[src/design/sap_pkg.sv]
`timescale 1ns / 1ps
`default_nettype none
// ----------------------------------------------------------------------------
// sap_pkg: shared types and constants for the shelf atlas placer
// Word layouts, placement codes and the atlas size clamp.
// ----------------------------------------------------------------------------
package sap_pkg;

  localparam int unsigned SizeW     = 13;   // atlas size and cursor width
  localparam int unsigned DimW      = 16;   // rectangle dimension width
  localparam int unsigned AtlasW    = 16;   // atlas number width
  localparam int unsigned PosW      = 12;   // pixel position width
  localparam int unsigned SizeMax   = 4096;
  localparam int unsigned SizeReset = 1024;

  typedef enum logic [1:0] {
    PLACE_DEFAULT = 2'd0,
    PLACE_CURRENT = 2'd1,
    PLACE_OWN     = 2'd2,
    PLACE_NEW     = 2'd3
  } placement_e;

  // One input word as held in the input register
  typedef struct packed {
    logic            image_present;
    logic [DimW-1:0] rect_width;
    logic [DimW-1:0] rect_height;
  } item_t;

  // One result word as held in the output register
  typedef struct packed {
    placement_e        placement;
    logic [AtlasW-1:0] atlas_number;
    logic [PosW-1:0]   pos_x;
    logic [PosW-1:0]   pos_y;
  } result_t;

  // Effective atlas edge: zero acts as one, anything above the max is clamped
  function automatic logic [SizeW-1:0] eff_size(input logic [SizeW-1:0] raw);
    logic [SizeW-1:0] s;
    if (raw > SizeW'(SizeMax)) begin
      s = SizeW'(SizeMax);
    end else if (raw == '0) begin
      s = SizeW'(1);
    end else begin
      s = raw;
    end
    return s;
  endfunction

endpackage
`default_nettype wire

[src/design/sap_in_stage.sv]
`timescale 1ns / 1ps
`default_nettype none
// ----------------------------------------------------------------------------
// sap_in_stage: input register
// Captures one word from the slave side and holds it until the placement
// logic consumes it.
// ----------------------------------------------------------------------------
module sap_in_stage (
  input  wire logic           clk_i,
  input  wire logic           rst_ni,
  input  wire logic           valid_i,
  output logic                ready_o,
  input  wire sap_pkg::item_t item_i,
  output logic                valid_o,
  input  wire logic           take_i,
  output sap_pkg::item_t      item_o
);

  logic           valid_q, valid_d;
  sap_pkg::item_t item_q;

  // Free when empty or when the held word leaves this cycle
  assign ready_o = !valid_q || take_i;

  always_comb begin
    valid_d = valid_q;
    if (ready_o) begin
      valid_d = valid_i;
    end
  end

  always_ff @(posedge clk_i or negedge rst_ni) begin
    if (!rst_ni) begin
      valid_q <= 1'b0;
    end else begin
      valid_q <= valid_d;
    end
  end

  // Payload, no reset needed
  always_ff @(posedge clk_i) begin
    if (ready_o && valid_i) begin
      item_q <= item_i;
    end
  end

  assign valid_o = valid_q;
  assign item_o  = item_q;

endmodule
`default_nettype wire

[src/design/sap_place.sv]
`timescale 1ns / 1ps
`default_nettype none
// ----------------------------------------------------------------------------
// sap_place: shelf placement decision and packing state
// Decides where one rectangle goes and updates the row cursor, row top,
// row height and atlas numbers when the word moves on.
// ----------------------------------------------------------------------------
module sap_place (
  input  wire logic                        clk_i,
  input  wire logic                        rst_ni,
  input  wire logic                        fire_i,
  input  wire sap_pkg::item_t              item_i,
  input  wire logic [sap_pkg::SizeW-1:0]   size_i,
  output sap_pkg::result_t                 result_o
);

  localparam int unsigned SumW = sap_pkg::DimW + 2;

  logic [sap_pkg::SizeW-1:0]  cursor_x_q, cursor_x_d;
  logic [sap_pkg::SizeW-1:0]  row_top_q, row_top_d;
  logic [sap_pkg::SizeW-1:0]  row_height_q, row_height_d;
  logic [sap_pkg::AtlasW-1:0] cur_atlas_q, cur_atlas_d;
  logic [sap_pkg::AtlasW-1:0] next_atlas_q, next_atlas_d;

  logic [SumW-1:0]           s_ext, w_ext, h_ext;
  logic [SumW-1:0]           cx_sum, rt_sum, nr_sum;
  logic [sap_pkg::SizeW-1:0] nr_top;
  logic                      fit_row, fit_new_row, too_big;

  // Operands widened so no sum can wrap
  assign s_ext  = SumW'(size_i);
  assign w_ext  = SumW'(item_i.rect_width);
  assign h_ext  = SumW'(item_i.rect_height);
  assign cx_sum = SumW'(cursor_x_q) + w_ext;
  assign rt_sum = SumW'(row_top_q) + h_ext;
  assign nr_top = row_top_q + row_height_q;
  assign nr_sum = SumW'(row_top_q) + SumW'(row_height_q) + h_ext;

  assign fit_row     = (w_ext <= s_ext) && (cx_sum <= s_ext) && (rt_sum <= s_ext);
  assign fit_new_row = (w_ext <= s_ext) && (nr_sum <= s_ext);
  assign too_big     = (w_ext >= s_ext) || (h_ext >= s_ext);

  // Placement decision, first matching rule wins
  always_comb begin
    cursor_x_d   = cursor_x_q;
    row_top_d    = row_top_q;
    row_height_d = row_height_q;
    cur_atlas_d  = cur_atlas_q;
    next_atlas_d = next_atlas_q;
    result_o     = '{placement: sap_pkg::PLACE_DEFAULT, atlas_number: '0,
                     pos_x: '0, pos_y: '0};
    if (item_i.image_present) begin
      priority if (fit_row) begin
        result_o.placement    = sap_pkg::PLACE_CURRENT;
        result_o.atlas_number = cur_atlas_q;
        result_o.pos_x        = cursor_x_q[sap_pkg::PosW-1:0];
        result_o.pos_y        = row_top_q[sap_pkg::PosW-1:0];
        cursor_x_d            = cx_sum[sap_pkg::SizeW-1:0];
        if (h_ext > SumW'(row_height_q)) begin
          row_height_d = item_i.rect_height[sap_pkg::SizeW-1:0];
        end
      end else if (fit_new_row) begin
        result_o.placement    = sap_pkg::PLACE_CURRENT;
        result_o.atlas_number = cur_atlas_q;
        result_o.pos_y        = nr_top[sap_pkg::PosW-1:0];
        row_top_d             = nr_top;
        cursor_x_d            = item_i.rect_width[sap_pkg::SizeW-1:0];
        row_height_d          = item_i.rect_height[sap_pkg::SizeW-1:0];
      end else if (too_big) begin
        result_o.placement    = sap_pkg::PLACE_OWN;
        result_o.atlas_number = next_atlas_q;
        next_atlas_d          = next_atlas_q + 1'b1;
      end else begin
        result_o.placement    = sap_pkg::PLACE_NEW;
        result_o.atlas_number = next_atlas_q;
        cur_atlas_d           = next_atlas_q;
        next_atlas_d          = next_atlas_q + 1'b1;
        cursor_x_d            = item_i.rect_width[sap_pkg::SizeW-1:0];
        row_top_d             = '0;
        row_height_d          = item_i.rect_height[sap_pkg::SizeW-1:0];
      end
    end
  end

  // Packing state advances only when the word moves to the output register
  always_ff @(posedge clk_i or negedge rst_ni) begin
    if (!rst_ni) begin
      cursor_x_q   <= '0;
      row_top_q    <= '0;
      row_height_q <= '0;
      cur_atlas_q  <= sap_pkg::AtlasW'(1);
      next_atlas_q <= sap_pkg::AtlasW'(2);
    end else if (fire_i) begin
      cursor_x_q   <= cursor_x_d;
      row_top_q    <= row_top_d;
      row_height_q <= row_height_d;
      cur_atlas_q  <= cur_atlas_d;
      next_atlas_q <= next_atlas_d;
    end
  end

endmodule
`default_nettype wire

[src/design/sap_out_stage.sv]
`timescale 1ns / 1ps
`default_nettype none
// ----------------------------------------------------------------------------
// sap_out_stage: result register
// Holds one result word until the master side takes it.
// ----------------------------------------------------------------------------
module sap_out_stage (
  input  wire logic             clk_i,
  input  wire logic             rst_ni,
  input  wire logic             load_i,
  input  wire sap_pkg::result_t result_i,
  output logic                  free_o,
  output logic                  valid_o,
  input  wire logic             ready_i,
  output sap_pkg::result_t      result_o
);

  logic             valid_q, valid_d;
  sap_pkg::result_t result_q;

  // Can load when empty or when the held word is taken this cycle
  assign free_o = !valid_q || ready_i;

  always_comb begin
    valid_d = valid_q;
    if (free_o) begin
      valid_d = load_i;
    end
  end

  always_ff @(posedge clk_i or negedge rst_ni) begin
    if (!rst_ni) begin
      valid_q <= 1'b0;
    end else begin
      valid_q <= valid_d;
    end
  end

  always_ff @(posedge clk_i) begin
    if (free_o && load_i) begin
      result_q <= result_i;
    end
  end

  assign valid_o  = valid_q;
  assign result_o = result_q;

endmodule
`default_nettype wire

[src/design/shelf_atlas_placer_top.sv]
`timescale 1ns / 1ps
`default_nettype none
// ----------------------------------------------------------------------------
// shelf_atlas_placer_top: shelf packing of rectangles into square atlases
// Slave stream in, one placement word out per rectangle.
// ----------------------------------------------------------------------------
// Usage:
//   Slave side: s_axis_tuser carries image_present, s_axis_tdata carries
//   rect_width (bits 15:0) and rect_height (bits 31:16).
//   Master side: m_axis_tuser carries the placement code, m_axis_tdata carries
//   atlas_number (15:0), pos_x (27:16) and pos_y (39:28).
//   cfg_we_i / cfg_wdata_i write the atlas edge length; write only while idle.
// Path: a word taken by the input register goes through the placement logic
//   to the result register (two register stages: input, result register).
// Throughput: one word per cycle unless the master side holds off; placement
//   decision and packing state update are combinational between the registers.
// Reset: both stages empty, cursor, row top and row height zero, current
//   atlas 1, next atlas 2, atlas size 1024.
// Stall: when the master side holds off, the result register keeps its word
//   and the input register still takes one more word; s_axis_tready drops
//   only when both are full.
// ----------------------------------------------------------------------------
module shelf_atlas_placer_top (
  input  wire logic                      clk_i,
  input  wire logic                      rst_ni,
  // configuration
  input  wire logic                      cfg_we_i,
  input  wire logic [sap_pkg::SizeW-1:0] cfg_wdata_i,
  // slave side
  input  wire logic                      s_axis_tvalid,
  output logic                           s_axis_tready,
  input  wire logic [31:0]               s_axis_tdata,  // rect_width, rect_height
  input  wire logic [0:0]                s_axis_tuser,  // image_present
  // master side
  output logic                           m_axis_tvalid,
  input  wire logic                      m_axis_tready,
  output logic [39:0]                    m_axis_tdata,  // atlas_number, pos_x, pos_y
  output logic [1:0]                     m_axis_tuser   // placement
);

  logic [sap_pkg::SizeW-1:0] atlas_size_q;
  logic [sap_pkg::SizeW-1:0] size_eff;
  sap_pkg::item_t            in_item, held_item;
  sap_pkg::result_t          place_res, out_res;
  logic                      held_valid, out_free, fire;

  // Atlas size register
  always_ff @(posedge clk_i or negedge rst_ni) begin
    if (!rst_ni) begin
      atlas_size_q <= sap_pkg::SizeW'(sap_pkg::SizeReset);
    end else if (cfg_we_i) begin
      atlas_size_q <= cfg_wdata_i;
    end
  end

  assign size_eff = sap_pkg::eff_size(atlas_size_q);

  // Unpack slave word
  assign in_item.image_present = s_axis_tuser[0];
  assign in_item.rect_width    = s_axis_tdata[15:0];
  assign in_item.rect_height   = s_axis_tdata[31:16];

  assign fire = held_valid && out_free;

  sap_in_stage u_in (
    .clk_i   (clk_i),
    .rst_ni  (rst_ni),
    .valid_i (s_axis_tvalid),
    .ready_o (s_axis_tready),
    .item_i  (in_item),
    .valid_o (held_valid),
    .take_i  (out_free),
    .item_o  (held_item)
  );

  sap_place u_place (
    .clk_i    (clk_i),
    .rst_ni   (rst_ni),
    .fire_i   (fire),
    .item_i   (held_item),
    .size_i   (size_eff),
    .result_o (place_res)
  );

  sap_out_stage u_out (
    .clk_i    (clk_i),
    .rst_ni   (rst_ni),
    .load_i   (held_valid),
    .result_i (place_res),
    .free_o   (out_free),
    .valid_o  (m_axis_tvalid),
    .ready_i  (m_axis_tready),
    .result_o (out_res)
  );

  // Pack master word
  assign m_axis_tuser = out_res.placement;
  assign m_axis_tdata = {out_res.pos_y, out_res.pos_x, out_res.atlas_number};

endmodule
`default_nettype wire

[config.mk]
export PLATFORM = sky130hd
export DESIGN_NAME = shelf_atlas_placer_top
export DESIGN_NICKNAME = d
export VERILOG_FILES = /design/src/design/sap_pkg.sv /design/src/design/sap_in_stage.sv /design/src/design/sap_place.sv /design/src/design/sap_out_stage.sv /design/src/design/shelf_atlas_placer_top.sv
export SDC_FILE = /design/constraint.sdc
export NUM_CORES = 1
export LEC_CHECK = 0
export ABC_AREA = 1
export BUFFER_PORTS_ARGS = -buffer_cell sky130_fd_sc_hd__buf_2
export CAP_MARGIN = 20
export CORE_MARGIN = 2
export CORE_UTILIZATION = 62
export CTS_CLUSTER_SIZE = 28
export DETAILED_ROUTE_END_ITERATION = 10
export PLACE_DENSITY = 0.87
export SLEW_MARGIN = 20
export SYNTH_ARGS = -nofsm -noshare
export SYNTH_HDL_FRONTEND = slang
export SYNTH_HIERARCHICAL = 1
export SYNTH_SLANG_ARGS = --single-unit
[constraint.sdc]
create_clock -name clk_i -period 4.7 [get_ports clk_i]
set_input_delay 0.47 -clock clk_i [delete_from_list [all_inputs] [get_ports clk_i]]
set_output_delay 0.47 -clock clk_i [all_outputs]
set_load 0.02 [all_outputs]
==> results of run 1 <==
==> per-stage QoR <==
| stage | setup WS, ns | hold slack [ns] | utilization, % |
|---|---|---|---|
| after floorplan | 0.4612 | 0.1744 | - |
| after global placement | 0.1171 | 0.4559 | 67.45 |
| after detailed placement | 0.03324 | 0.4584 | 67.45 |
| after CTS | 0.03490 | 0.03303 | 70.74 |
| after global routing | -0.3197 | 0.05106 | 73.97 |
| final | -0.2994 | 0.01604 | 73.97 |
==> final cells by class <==
class | count | area, um^2 | area share, %
repair buffers | 145 | 980.9 | 7.113
clock buffers | 17 | 425.4 | 3.085
flip-flops and latches | 161 | 4409 | 31.97
well taps | 234 | 292.8 | 2.123
multi-input cells | 1136 | 6819 | 49.45
inverters | 181 | 684.4 | 4.963
clock inverters | 15 | 178.9 | 1.297
==> state kept, by name, indices dropped and copies added, names as in the netlist <==
register,count
u_place/cursor_x_q,13
u_in/valid_o,1
u_out/valid_o,1
u_in/item_o,33
u_place/next_atlas_q,16
u_place/cur_atlas_q,16
u_place/row_top_q,13
u_out/result_o,42
u_place/row_height_q,13
atlas_size_q,13
==> kinds of logic after synthesis <==
group | after synthesis | synth area share, %
AOI/OAI and AO/OA | 178 | 8.175
xor gates and xnor gates | 59 | 4.396
adders and majority gates | 138 | 14.94
muxes | 1 | 0.09579
DFF | 161 | 37.50
buffers and inverters | 216 | 7.514
and+or+nand+nor | 759 | 27.38
==> Yosys cell counts (all sizes together), types with 4 or more instances <==
cell type	instances	area share (%)
dfrtp	83	18
o21ai	54	2.3
nand2	471	15
nor3	13	0.60
a21o	4	0.26
xnor2	19	1.4
o211ai	5	0.32
nand4	11	0.64
nand3b	5	0.32
a21oi	98	4.3
nor4	4	0.27
and3	5	0.27
xor2	40	3.0
buf	25	1.4
ha	134	14
a31oi	9	0.48
clkbuf	10	0.33
inv	180	5.7
nor2	115	3.9
nand3	131	5.7
edfxtp	75	19
fa	4	0.68
==> per-layer routing <==
layer	wire (um)	global-route usage [%]	vias up	part of all wire, %
li1	-	-	5238	-
met1	13260	38.93	5257	39
met2	16340	53.45	692	48
met3	2758	4.556	172	8.0
met4	2016	15.79	0	5.9
met5	0	0	-	0
==> power by group through the flow <==
stage	clock, W	sequential, W	combinational, W
2_1_floorplan	0	0.00179	0.000893
3_3_place_gp	0	0.00179	0.00118
3_5_place_dp	0	0.00180	0.00124
4_1_cts	0.00143	0.00177	0.00126
5_1_grt	0.00150	0.00180	0.00158
6_report	0.00142	0.00179	0.00144
==> how the worst max path moves through the flow <==
stage	start	end	slack [ns]	cells past startpoint
final	u_place/row_height_q[3]	u_out/result_o[2]	-0.30	26
after global routing	u_place/row_height_q[2]	u_out/result_o[2]	-0.32	32
after CTS	u_place/row_height_q[0]	u_out/result_o[27]	0.03	30
after detailed placement	u_place/row_height_q[0]	u_out/result_o[0]	0.03	30
after global placement	u_place/row_height_q[0]	u_out/result_o[8]	0.12	30
after floorplan	u_place/row_top_q[0]	u_out/result_o[10]	0.46	31
==> placed cells by master (no fill, tap or decap), types with 5 or more instances in the layout <==
master     instances
nor2_1           104
inv_2              7
xor2_1            37
and3_1             5
o211ai_1           5
nor2_2             6
a21oi_1           87
ha_1             122
buf_2             93
nand3_2            7
xnor2_1           19
nor2_4             5
nand2_4           10
nand2_1          451
buf_4             40
nand3_1          123
inv_8              5
ha_4              11
dfrtp_1           82
nand2_2           11
o21ai_1            6
a21oi_2            9
clkbuf_16         20
edfxtp_1          75
nand3b_1           5
nor3_1            12
inv_1            172
o21ai_0           42
nand4_1           10
o21ai_2            6
a31oi_1            7
==> repair_timing <==
action / 4_1_cts / 5_1_grt
pin swaps: 0 / 24
buffers inserted: 0 / 19
hold buffers: 0 / 0
setup endpoints to repair: 9 / 101
cloned: 0 / 5
resized for setup: 3 / 67
==> impl_metrics.toml, run 1 <==
[placed_design]
place.gp.congestion = 0.9676
dpl.hpwl_um = 22740
port_buffers = 94
dp_cells = 1833
placed_area_mm2 = 0.01257

[critical_path]
crit_required_ns = 5.01
reg2reg_to = "u_out/result_o[2]"
cp.arrival_ns = 5.31
path_delay_family = "simple AND/OR/NAND/NOR gates"
ff2ff_setup_slack_ns = -0.30
rr_worst_depth = 26
critPathSlowestCell = "dfrtp_1"
path_buf_inv = 5
endpoint_kind = "flop"
cp-start-kind = "flop"
r2r-start = "u_place/row_height_q[3]"
max_stage_delay_ns = 0.47
worstSetupPathType = "reg -> reg"
cp_max_fo = 7
crit_top_cell = "nand2_1"

[synthesis]
yosysWarningCount = 6
synth_area_mm2 = 0.01176
synth_nets = 1701
synth_edf_count = 75
synth-main-ff-cell = "dfrtp_1"
ys_ff_latch = 161
synth-async-reset-ratio_pct = 53.42
synth.avg_cell_area_um2 = 7.774
synthCells = 1512
ys_seq_area_share_pct = 37.50
yosysUniqueCellTypes = 47

[global_routing]
grt_pass1_vias = 10335
grt_overflow_total = 0
grt.total_usage_pct = 31.32
grt_max_degree = 48
grt_pass1_wl_um = 49810
grt_antenna_before_repair = 0

[cells_and_area]
n_antenna_cell = 0
finalNonFillerCells = 1889
drive_gt1_share_pct = 16.25
area_growth_pct = 17.32
num-nets-final = 1831
fill_cells = 1297
postLayoutCellArea_mm2 = 0.01379

[clocking]
cts_tree = "built"
cts_made_buffers = 17
clock_latency_ns = 0.44
cts-root-buf = "clkbuf_16"
clk_pin_slew_ns = 0.07
ctsHtreeMaxLevel = 4
clockBufferDepth = 2
cts.sinks = 161

[power]
power_switching_share_pct = 37.80
power.leakage_nw = 7.163
p_clk_share_pct = 30.6
comb_power_share_pct = 30.8
power_w = 0.004654
switchingPower_w = 0.001759
ir_drop_mv = 0.2974
p_int_w = 0.002895
seqPwrFrac_pct = 38.6
p_per_area_mw_per_mm2 = 337.5

[timing]
fin_setup_tns_ns = -15.65
report.final.slew_viol_count = 0
fin_crit_ns = 4.999
setup_slack_ns = -0.2994
finalClockSkew_ns = 0.01052
clock.fmax_mhz = 200.0
slew_headroom_pct = 47.72
worst_pin_slew_ns = 0.7793
setup_viol = 95
layout_worst_path_cycle_share_pct = 106.4
rsz0062_at_grt = "yes"
hold_viol_final = 0

[detailed_routing]
wl_per_cell_um = 18.20
drt_iter0_drc = 1225
drtAntennaViolNets = 0
dr.pass1.iters = 6
viasPerCell = 6.013
route.detailed.drc = 0
num_vias = 11359
routed_wl_um = 34380

[floorplanning]
initial_core_util_pct = 63.05
dieArea_mm2 = 0.02008
die_y_um = 141.7
die_width_um = 141.7
pin_count = 95
core_area_mm2 = 0.01864
rows = 50

[run_status]
status = "finished, violations left"
violations = "setup timing"

[flow_run]
maxCapViolCount = 0

[hold_path]
min_path_type = "in -> async"
(Power assumes the default switching activity.)
==> run 2, diff against run 1 <==
--- a/config.mk
+++ b/config.mk
@@ -12,6 +12,7 @@
 export CORE_UTILIZATION = 62
 export CTS_CLUSTER_SIZE = 28
 export DETAILED_ROUTE_END_ITERATION = 10
+export GPL_TIMING_DRIVEN = 0
 export PLACE_DENSITY = 0.87
 export SLEW_MARGIN = 20
 export SYNTH_ARGS = -nofsm -noshare
==> run 2 against run 1 <==
Compared with the run above: the run still ends with setup timing left; register-to-register slack worse by 0.02 ns; fmax down 0.41%; sequential share of layout area down 0.33 points; cell area up 1.2%; combinational power up 6%; global-route usage up 2.1 points; clock skew up 0.0024 ns; power up 0.68%; worst setup slack worse by 0.021 ns; final cell count up 1.5%; count of clock-buffer cells in the layout unchanged.
==> impl_metrics.toml, run 2 (same netlist as run 1, synthesis figures left out) <==
[run_status]
status = "finished, violations left"
violations = "setup timing"

[detailed_routing]
num_vias = 11745
wl_per_cell_um = 18.82
route.detailed.drc = 0
dr.pass1.iters = 9
routed_wl_um = 36080
drt_iter0_drc = 1354
drtAntennaViolNets = 0
viasPerCell = 6.127

[timing]
setup_viol = 99
slew_headroom_pct = 48.45
finalClockSkew_ns = 0.01297
setup_slack_ns = -0.3203
report.final.slew_viol_count = 0
fin_crit_ns = 5.020
clock.fmax_mhz = 199.2
hold_viol_final = 0
worst_pin_slew_ns = 0.7715
layout_worst_path_cycle_share_pct = 106.8

[global_routing]
grt_util_met1_pct = 39.21
use_met3_pct = 6.109
grt.total_usage_pct = 33.40
grt_antenna_before_repair = 0
grt_overflow_total = 0
grt.busiest_layer = "met2"
grt_pass1_vias = 10858
grt_max_degree = 60
grt_pass1_wl_um = 52530
globalRouteMet2Util_pct = 57.51

[cells_and_area]
fill_cells = 1264
fin_util_pct = 74.84
n_antenna_cell = 0
largest_reg_flops = 42
seq_area_mm2 = 0.004415
layout_commonest_cell = "nand2_1"
finalNonFillerCells = 1917
multiInputGateArea_mm2 = 0.006837
area_growth_pct = 18.69
layout_common_cells = "nand2_1 (454), inv_1 (172), nand3_1 (123)"
num-nets-final = 1859
drive_gt1_share_pct = 17.35

[flow_run]
maxCapViolCount = 0

[clocking]
cts.sinks = 161
cts_made_buffers = 17
clock_latency_ns = 0.45
ctsHtreeMaxLevel = 4
clockBufferDepth = 2
clk_pin_slew_ns = 0.08
cts_tree = "built"
cts-root-buf = "clkbuf_16"

[critical_path]
crit_required_ns = 5.01
path_delay_family = "simple AND/OR/NAND/NOR gates"
cp-start-kind = "flop"
endpoint_kind = "flop"
ff2ff_setup_slack_ns = -0.32
worstSetupPathType = "reg -> reg"
r2r-start = "u_place/row_top_q[0]"
crit_top_cell = "nand2_1"
path_buf_inv = 2
cp.depth = 29
cp_max_fo = 7
critPathSlowestCell = "dfrtp_1"
reg2reg_to = "u_out/result_o[0]"
cp.arrival_ns = 5.33
rr_worst_depth = 29
max_stage_delay_ns = 0.48

[placed_design]
place.gp.congestion = 0.9567
dpl.hpwl_um = 23560
port_buffers = 94
dp_cells = 1843

[floorplanning]
die_y_um = 141.7
core_area_mm2 = 0.01864
rows = 50
die_width_um = 141.7
dieArea_mm2 = 0.02008
pin_count = 95
initial_core_util_pct = 63.05

[hold_path]
min_to = "u_in/item_o[2]"
worstHoldPathCells = 1
min_path_type = "in -> reg"
min_from = "s_axis_tdata[18]"

[power]
ir_drop_mv = 0.2652
p_per_area_mw_per_mm2 = 335.8
power.leakage_nw = 7.199
-- run 2: metal layers --
layer	wire length, um	part of all wire [%]
met5	0	0
met4	2757	7.6
met3	3331	9.2
met2	16830	47
met1	13160	36
-- run 2: cell type report --
type	instances	share of cell area, %
plain buffers	33	1.641
well taps	234	2.098
inverters	181	4.923
repair buffers	140	6.502
multi-input cells	1136	49.00
clock inverters	15	1.139
clock buffers	17	3.049
flip-flops and latches	161	31.65
-- run 2: report_power, final --
group / switching [W] / internal [W]
sequential: 0.000144 / 0.00163
combinational: 0.000940 / 0.000579
clock: 0.000682 / 0.000710
-- run 2: metrics by stage --
| stage | power [W] | worst slack [ns] | hold slack (ns) | area [um^2] | setup TNS (ns) |
|---|---|---|---|---|---|
| after global routing | 0.004894 | -0.3928 | 0.1864 | 13950 | -27.63 |
| after global placement | 0.002978 | -0.3590 | 0.4568 | 12520 | -19.32 |
| after detailed placement | 0.003047 | -0.3812 | 0.3699 | 12630 | -22.85 |
| after CTS | 0.004482 | 0.001888 | 0.1895 | 13510 | 0 |
| after floorplan | 0.002685 | 0.4612 | 0.1744 | 11760 | 0 |
| final | 0.004686 | -0.3203 | 0.1957 | 13950 | -20.49 |
-- run 2: repair_timing --
action	4_1_cts	5_1_grt
resized for setup	36	60
cloned	1	2
setup buffers	17	23
hold endpoints to repair	26	0
pin swaps	10	30
hold buffers	1	0
endpoints found under the setup margin	100	101
-- run 2: worst max path at each step --
stage	end	start	slack, ns
final	u_out/result_o[0]	u_place/row_top_q[0]	-0.32
after global routing	u_out/result_o[0]	u_place/row_top_q[0]	-0.39
after CTS	u_place/cursor_x_q[2]	u_place/row_top_q[4]	0.002
after detailed placement	u_out/result_o[10]	u_place/row_top_q[0]	-0.38
after global placement	u_out/result_o[10]	u_place/row_top_q[0]	-0.36
after floorplan	u_out/result_o[10]	u_place/row_top_q[0]	0.46
